<file path="src/sv/spise_pkg.sv">
`timescale 1ns / 1ps
package spise_pkg;

  localparam logic FuncStart = 1'b0;
  localparam logic FuncTick  = 1'b1;

  localparam logic [1:0] DirFullDuplex = 2'd0;
  localparam logic [1:0] DirRxOnly     = 2'd1;
  localparam logic [1:0] DirTxOneLine  = 2'd2;
  localparam logic [1:0] DirRxOneLine  = 2'd3;

  localparam logic [1:0] RegSpiMode  = 2'd0;
  localparam logic [1:0] RegWordIs16 = 2'd1;
  localparam logic [1:0] RegLineDir  = 2'd2;

  localparam logic [15:0] AllOnesWord = 16'hFFFF;
  localparam logic [3:0]  LastBit8    = 4'd7;
  localparam logic [3:0]  LastBit16   = 4'd15;

  typedef struct packed {
    logic [1:0] spi_mode;
    logic       word_is_16;
    logic [1:0] line_direction;
  } cfg_t;

  typedef struct packed {
    logic mode_wr;
    logic idle_level;
  } mode_evt_t;

  typedef struct packed {
    logic        is_tick;
    logic [15:0] word;
    logic        sample;
  } item_t;

  typedef struct packed {
    logic        sck_level;
    logic        mosi_level;
    logic        mosi_drive;
    logic        busy_res;
    logic [15:0] rx_word;
    logic        word_done;
    logic        start_rejected;
  } res_t;

endpackage

</file>
<file path="src/sv/spi_master_shift_engine.sv">
`timescale 1ns / 1ps
// Channel  Handshake                  Payload
// in       in_valid_i / in_ready_o    func, tx_word, tx_absent, miso_in, mosi_line_in
// out      out_valid_o / out_ready_i  sck_level, mosi_level, mosi_drive, busy_res,
//                                     rx_word, word_done, start_rejected
// cfg      cfg_valid_i / cfg_ready_o  cfg_index_i, cfg_data_i
//
// One item per cycle sustained while out_ready_i is high; a result becomes valid
// after its item passes through the queue and then the output register of the shifter.
// The two-entry queue keeps accepting input for two items while a result waits;
// in_ready_o drops once the queue is full.
// Reset clears the transfer state and config registers; SCK idles low.
// cfg_ready_o is always high.
module spi_master_shift_engine (
  input  logic        clk_i,
  input  logic        rst_ni,
  input  logic        cfg_valid_i,
  output logic        cfg_ready_o,
  input  logic [1:0]  cfg_index_i,
  input  logic [1:0]  cfg_data_i,
  input  logic        in_valid_i,
  output logic        in_ready_o,
  input  logic        func_i,
  input  logic [15:0] tx_word_i,
  input  logic        tx_absent_i,
  input  logic        miso_in_i,
  input  logic        mosi_line_in_i,
  output logic        out_valid_o,
  input  logic        out_ready_i,
  output logic        sck_level_o,
  output logic        mosi_level_o,
  output logic        mosi_drive_o,
  output logic        busy_res_o,
  output logic [15:0] rx_word_o,
  output logic        word_done_o,
  output logic        start_rejected_o
);

  spise_pkg::item_t     front_item;
  spise_pkg::item_t     queue_item;
  spise_pkg::cfg_t      cfg;
  spise_pkg::mode_evt_t mode_evt;
  spise_pkg::res_t      res;
  logic                 q_full;
  logic                 q_empty;
  logic                 back_ready;
  logic                 pop;

  assign cfg_ready_o = 1'b1;
  assign in_ready_o  = !q_full;
  assign pop         = !q_empty && back_ready;

  spise_front u_front (
    .clk_i,
    .rst_ni,
    .cfg_valid_i,
    .cfg_index_i,
    .cfg_data_i,
    .func_i,
    .tx_word_i,
    .tx_absent_i,
    .miso_in_i,
    .mosi_line_in_i,
    .item_o     (front_item),
    .cfg_o      (cfg),
    .mode_evt_o (mode_evt)
  );

  spise_queue u_queue (
    .clk_i,
    .rst_ni,
    .push_i      (in_valid_i && !q_full),
    .push_item_i (front_item),
    .full_o      (q_full),
    .empty_o     (q_empty),
    .pop_i       (pop),
    .pop_item_o  (queue_item)
  );

  spise_back u_back (
    .clk_i,
    .rst_ni,
    .cfg_i        (cfg),
    .mode_evt_i   (mode_evt),
    .item_valid_i (!q_empty),
    .item_i       (queue_item),
    .item_ready_o (back_ready),
    .res_valid_o  (out_valid_o),
    .res_ready_i  (out_ready_i),
    .res_o        (res)
  );

  assign sck_level_o      = res.sck_level;
  assign mosi_level_o     = res.mosi_level;
  assign mosi_drive_o     = res.mosi_drive;
  assign busy_res_o       = res.busy_res;
  assign rx_word_o        = res.rx_word;
  assign word_done_o      = res.word_done;
  assign start_rejected_o = res.start_rejected;

endmodule

</file>
<file path="src/sv/spise_front.sv">
`timescale 1ns / 1ps
module spise_front (
  input  logic                  clk_i,
  input  logic                  rst_ni,
  input  logic                  cfg_valid_i,
  input  logic [1:0]            cfg_index_i,
  input  logic [1:0]            cfg_data_i,
  input  logic                  func_i,
  input  logic [15:0]           tx_word_i,
  input  logic                  tx_absent_i,
  input  logic                  miso_in_i,
  input  logic                  mosi_line_in_i,
  output spise_pkg::item_t      item_o,
  output spise_pkg::cfg_t       cfg_o,
  output spise_pkg::mode_evt_t  mode_evt_o
);

  spise_pkg::cfg_t cfg_q, cfg_d;

  always_comb begin
    cfg_d = cfg_q;
    if (cfg_valid_i) begin
      unique case (cfg_index_i)
        spise_pkg::RegSpiMode:  cfg_d.spi_mode       = cfg_data_i;
        spise_pkg::RegWordIs16: cfg_d.word_is_16     = cfg_data_i[0];
        spise_pkg::RegLineDir:  cfg_d.line_direction = cfg_data_i;
        default:                cfg_d                = cfg_q;
      endcase
    end
  end

  always_ff @(posedge clk_i or negedge rst_ni) begin
    if (!rst_ni) begin
      cfg_q <= '0;
    end else begin
      cfg_q <= cfg_d;
    end
  end

  assign mode_evt_o.mode_wr    = cfg_valid_i && (cfg_index_i == spise_pkg::RegSpiMode);
  assign mode_evt_o.idle_level = cfg_data_i[1];
  assign cfg_o                 = cfg_q;

  always_comb begin
    item_o.is_tick = (func_i == spise_pkg::FuncTick);
    if (tx_absent_i) begin
      item_o.word = spise_pkg::AllOnesWord;
    end else if (cfg_q.word_is_16) begin
      item_o.word = tx_word_i;
    end else begin
      item_o.word = {8'h00, tx_word_i[7:0]};
    end
    item_o.sample = (cfg_q.line_direction == spise_pkg::DirRxOneLine) ? mosi_line_in_i
                                                                       : miso_in_i;
  end

endmodule

</file>
<file path="src/sv/spise_queue.sv">
`timescale 1ns / 1ps
module spise_queue (
  input  logic              clk_i,
  input  logic              rst_ni,
  input  logic              push_i,
  input  spise_pkg::item_t  push_item_i,
  output logic              full_o,
  output logic              empty_o,
  input  logic              pop_i,
  output spise_pkg::item_t  pop_item_o
);

  spise_pkg::item_t mem_q [2];
  logic       wr_ptr_q, wr_ptr_d;
  logic       rd_ptr_q, rd_ptr_d;
  logic [1:0] count_q, count_d;

  assign full_o     = (count_q == 2'd2);
  assign empty_o    = (count_q == 2'd0);
  assign pop_item_o = mem_q[rd_ptr_q];

  always_comb begin
    wr_ptr_d = push_i ? ~wr_ptr_q : wr_ptr_q;
    rd_ptr_d = pop_i  ? ~rd_ptr_q : rd_ptr_q;
    count_d  = count_q + {1'b0, push_i} - {1'b0, pop_i};
  end

  always_ff @(posedge clk_i or negedge rst_ni) begin
    if (!rst_ni) begin
      wr_ptr_q <= 1'b0;
      rd_ptr_q <= 1'b0;
      count_q  <= 2'd0;
    end else begin
      wr_ptr_q <= wr_ptr_d;
      rd_ptr_q <= rd_ptr_d;
      count_q  <= count_d;
    end
  end

  always_ff @(posedge clk_i) begin
    if (push_i) begin
      mem_q[wr_ptr_q] <= push_item_i;
    end
  end

endmodule

</file>
<file path="src/sv/spise_back.sv">
`timescale 1ns / 1ps
module spise_back (
  input  logic                  clk_i,
  input  logic                  rst_ni,
  input  spise_pkg::cfg_t       cfg_i,
  input  spise_pkg::mode_evt_t  mode_evt_i,
  input  logic                  item_valid_i,
  input  spise_pkg::item_t      item_i,
  output logic                  item_ready_o,
  output logic                  res_valid_o,
  input  logic                  res_ready_i,
  output spise_pkg::res_t       res_o
);

  logic            active_q, active_d;
  logic [3:0]      bit_idx_q, bit_idx_d;
  logic            half_q, half_d;
  logic [15:0]     tx_q, tx_d;
  logic [15:0]     rx_q, rx_d;
  logic            sck_q, sck_d;
  logic            mosi_q, mosi_d;
  logic            res_valid_q;
  spise_pkg::res_t res_q, res_d;

  logic fire;
  logic idle;
  logic cpha;
  logic tx_bit;
  logic drives;
  logic samples;
  logic done;
  logic rejected;
  logic [15:0] rx_shifted;
  logic [15:0] rx_out;

  assign item_ready_o = !res_valid_q || res_ready_i;
  assign fire         = item_valid_i && item_ready_o;
  assign idle         = cfg_i.spi_mode[1];
  assign cpha         = cfg_i.spi_mode[0];
  assign tx_bit       = tx_q[bit_idx_q];
  assign drives       = (cfg_i.line_direction == spise_pkg::DirFullDuplex) ||
                        (cfg_i.line_direction == spise_pkg::DirTxOneLine);
  assign samples      = (cfg_i.line_direction != spise_pkg::DirTxOneLine);
  assign rx_shifted   = samples ? {rx_q[14:0], item_i.sample} : rx_q;

  always_comb begin
    active_d  = active_q;
    bit_idx_d = bit_idx_q;
    half_d    = half_q;
    tx_d      = tx_q;
    rx_d      = rx_q;
    sck_d     = sck_q;
    mosi_d    = mosi_q;
    done      = 1'b0;
    rejected  = 1'b0;
    rx_out    = '0;
    if (fire) begin
      if (!item_i.is_tick) begin
        if (active_q) begin
          rejected = 1'b1;
        end else begin
          tx_d      = item_i.word;
          rx_d      = '0;
          bit_idx_d = cfg_i.word_is_16 ? spise_pkg::LastBit16 : spise_pkg::LastBit8;
          half_d    = 1'b0;
          active_d  = 1'b1;
          sck_d     = idle;
        end
      end else if (!active_q) begin
        sck_d = idle;
      end else if (!half_q) begin
        sck_d  = cpha ? ~idle : idle;
        mosi_d = drives ? tx_bit : mosi_q;
        half_d = 1'b1;
      end else begin
        sck_d  = cpha ? idle : ~idle;
        rx_d   = rx_shifted;
        half_d = 1'b0;
        if (bit_idx_q == 4'd0) begin
          done     = 1'b1;
          active_d = 1'b0;
          if (samples) begin
            rx_out = cfg_i.word_is_16 ? rx_shifted : {8'h00, rx_shifted[7:0]};
          end
        end else begin
          bit_idx_d = bit_idx_q - 4'd1;
        end
      end
    end else if (mode_evt_i.mode_wr && !active_q) begin
      sck_d = mode_evt_i.idle_level;
    end
  end

  always_comb begin
    res_d.sck_level      = sck_d;
    res_d.mosi_level     = mosi_d;
    res_d.mosi_drive     = (cfg_i.line_direction != spise_pkg::DirRxOneLine);
    res_d.busy_res       = active_d;
    res_d.rx_word        = rx_out;
    res_d.word_done      = done;
    res_d.start_rejected = rejected;
  end

  always_ff @(posedge clk_i or negedge rst_ni) begin
    if (!rst_ni) begin
      active_q    <= 1'b0;
      bit_idx_q   <= 4'd0;
      half_q      <= 1'b0;
      tx_q        <= '0;
      rx_q        <= '0;
      sck_q       <= 1'b0;
      mosi_q      <= 1'b0;
      res_valid_q <= 1'b0;
    end else begin
      active_q    <= active_d;
      bit_idx_q   <= bit_idx_d;
      half_q      <= half_d;
      tx_q        <= tx_d;
      rx_q        <= rx_d;
      sck_q       <= sck_d;
      mosi_q      <= mosi_d;
      res_valid_q <= fire || (res_valid_q && !res_ready_i);
    end
  end

  always_ff @(posedge clk_i) begin
    if (fire) begin
      res_q <= res_d;
    end
  end

  assign res_valid_o = res_valid_q;
  assign res_o       = res_q;

endmodule
</file>
<file path="config.mk">
export PLATFORM = sky130hd
export DESIGN_NAME = spi_master_shift_engine
export DESIGN_NICKNAME = d
export VERILOG_FILES = /design/src/sv/spise_pkg.sv /design/src/sv/spi_master_shift_engine.sv /design/src/sv/spise_front.sv /design/src/sv/spise_queue.sv /design/src/sv/spise_back.sv
export SDC_FILE = /design/constraint.sdc
export NUM_CORES = 1
export LEC_CHECK = 0
export BUFFER_PORTS_ARGS = -buffer_cell sky130_fd_sc_hd__clkbuf_2
export CAP_MARGIN = 40
export CORE_MARGIN = 1
export CORE_UTILIZATION = 46
export DETAILED_ROUTE_END_ITERATION = 6
export PLACE_DENSITY = 0.73
export SLEW_MARGIN = 20
export SYNTH_ARGS = -nofsm -noshare
export SYNTH_HDL_FRONTEND = slang
export SYNTH_SLANG_ARGS = --single-unit
</file>
<file path="constraint.sdc">
create_clock -name clk_i -period 6.2 [get_ports clk_i]
set_clock_uncertainty 0.2 [all_clocks]
set_input_delay 0.93 -clock clk_i [delete_from_list [all_inputs] [get_ports clk_i]]
set_output_delay 0.93 -clock clk_i [all_outputs]
set_load 0.01 [all_outputs]
</file>
==> results.md <==
* EDFF count, synth at 58
* Top achievable clock speed at 387.3 MHz
* Main combinational cell family by area after synthesis: simple AND/OR/NAND/NOR gates
* Synth top area cells: edfxtp_1 (39%), dfrtp_1 (27%), mux2i_1 (4.3%)
* Post-Synth Adder-Cell Area at 1.682%
* Buffers & Inverters on Critical Path at 1
* Cts bufs inserted at 9
* Crit end category: flop
* Yosys warnings at 0
* Post-placement cell count at 488
* Per-cell routed wire length at 13.96 um
* Gates resized, CTS repair at 0
* Reg-to-reg slack, setup at 3620 ps
* Seq/Total Area, Yosys at 66.48%
* Final nets at 407
* Wirelength, routed at 7066 um
* Deepest clock path buffer count at 2
* DRC Markers at 0
* XOR/XNOR Fraction of Synth Area at 0.9809%
* Clock-pin slew on the worst setup and hold paths at 100 ps
* Synth top area share at 39.01%
* Power Density at 417.0 mW/mm^2
* Worst stage delay on the critical path at 780 ps
* Worst vdd ir at 0.2071 mV
* Hold worst-path end: u_back.tx_q[2]
* Final Setup Violations at 0
* Total setup buffers inserted after CTS at 0
* DP Worst Slack at 2982 ps
* Port bufs at 52
* Worst Tran Pin Value at 737.8 ps
* IO Pins at 54
* Worst Hold Depth at 2
* Crit path time final at 2582 ps
* Proportion of layout cells with a drive suffix above 1 at 26.79%
* List of most frequent post-synthesis cells: edfxtp_1 (58), dfrtp_1 (49), nand2_1 (28)
* Via count at 2,575
* Critical Path RT at 6260 ps
* Sink Count at 107
* N_diodes at 0
* Post-CTS Hold Buffers at 0
* Worst R2R Start: u_queue.rd_ptr_q
* Final Hold Fails at 0
* CP Launch Type: flop
* Predominant post-synthesis flop cell: edfxtp_1
* HP Class: flop to flop
* Crit-path cells: mux2_4 > inv_2 > ha_1 > or4_1 > a22o_1
* Ys async rst share at 45.79%
* Pre-antenna DRT Iters at 4
* Initial antenna violation count at 0
* Run status: complete, no violations
* Post-synthesis simple-gate area fraction at 10.31%
* Cells on worst reg2reg path at 5
* Design Area, Final at 0.005071 sq mm
* Compound-Gate Fraction of Synth Area at 9.081%
* Slew margin rel. at 50.45%
* Most frequent cell after synthesis: edfxtp_1
* Final core utilization at 54.37%
* CP max FO at 14
* Setup TNS at 0 ps
* Die area at 0.01010 sq mm
* R2r endpoint: u_back.rx_q[11]
* Vias in the first global route at 2,535
* Synthesized area at 0.004464 sq mm
* First-pass GRT wire length at 12,080 um
* Synth area leader: edfxtp_1
* Hold Slack at 280.8 ps
* Mapped Avg Cell Area at 13.95 sq um
* Post-synthesis mux area share at 8.885%
* FILL cells at 808
* Routability cong. at 0.7986
* Flop and latch count out of synthesis at 107
* Antenna-violating nets left at 0
* Layout area overhead at 13.59%
* Leakage at 2.183 nW
* CP max stage cell: or4_1
* Slew Viols, Final at 0
* Post-synth net total at 355
* Netlist cell types at 47
* DR iter-0 viols at 94
* MaxCap Viol Count at 0
* Die W at 100.5 um
* Final cell count without fillers at 506
* RSZ-0062 raised after global routing: no
* PnR worst setup slack at 3618 ps
* Top delay family on crit path: simple AND/OR/NAND/NOR gates
* Worst Setup Path Type: flop to flop
* Hpwl dp at 4790 um
* Largest net degree at the start of global routing at 50
* CTS Root Buffer Type: clkbuf_8
* CTS tree: done
* Remaining Overflow, GRT at 0
* Worst-skew pair later-pin latency at 370 ps
* Rows at 35
* Initial Util at 47.86%
* Cells after synthesis at 320
* All-layer global routing usage at 15.63%
* Die height at 100.5 um
* Core Box Area at 0.009328 sq mm
* HP Start: u_back.tx_q[2]
* Vias per cell at 5.089
* Dpl cell area at 0.004850 sq mm
* Htree depth at 3
* Period Utilization, post-route at 41.64%
* Arrival time worst endpoint at 2640 ps
* Power, Total at 2.115 mW
## cells by family (layout without fill, tap and decap cells)
family          count (synthesis)  in the layout
compound gates                 59             59
xor+xnor                        5              5
fa+ha+maj                       6              6
buf+inv                        24             81
flops                         107            107
mux                            34             34
other cells                     1              1
simple gates                   84             84
## where the power goes
part	internal (mW)	switching [mW]	leakage, nW
Sequential	0.978	0.126	1.15
Combinational	0.291	0.328	0.936
Clock	0.155	0.237	0.0938
## area by class of cell
cell class              instances  area [sq um]  area share (%)
multi-input cells             189          1385           27.31
inverters                       6         22.52          0.4441
repair buffers                 59         351.6           6.933
clock buffers                  10         127.6           2.517
clock inverters                 6         55.05           1.086
well taps                     129         161.4           3.183
flip-flops and latches        107          2968           58.52
## state kept, by name, indices dropped and copies added (netlist names)
name	flops
u_back.active_q	1
u_back.bit_idx_q	4
u_back.half_q	1
u_back.mosi_q	1
u_back.res_o	22
u_back.res_valid_o	1
u_back.rx_q	15
u_back.sck_q	1
u_back.tx_q	16
u_front.cfg_o	5
u_queue.count_q	2
u_queue.mem_q	36
u_queue.rd_ptr_q	1
u_queue.wr_ptr_q	1
## worst min-delay path: stages (launching register included)
cell and delay, ps:
dfrtp_1 350, nand2_1 40, o21ai_0 60
## worst max-delay path by stage
stage | from | end | cells after the start
floorplan | out_ready_i | u_queue.count_q[1] | 9
detailed placement | out_ready_i | u_queue.count_q[1] | 9
global placement | out_ready_i | u_queue.count_q[1] | 9
CTS | out_ready_i | u_queue.count_q[1] | 9
global route | u_queue.rd_ptr_q | u_back.rx_q[13] | 5
finish | u_queue.rd_ptr_q | u_back.rx_q[11] | 5
## layout by cell type, fill, tap and decap left out, types with 9 or more instances in the layout
master	netlist	routed
mux2i_1	19	19
nor2_1	10	10
dfrtp_1	49	49
a22o_1	14	14
clkbuf_2	0	52
mux2_2	11	11
nand2_1	28	28
and3_1	9	9
edfxtp_1	58	58
a21o_1	9	9
o21ai_0	23	23
clkbuf_8	0	9
## routing by layer
metal | track usage [%] | vias to the layer above | wire length, um
met5 | 0 | - | 0
met4 | 4.013 | 0 | 79
met3 | 4.438 | 8 | 246
met2 | 27.50 | 51 | 3650
met1 | 18.96 | 1234 | 3090
li1 | - | 1282 | -
Note: power is estimated with default switching activity, not from simulation.
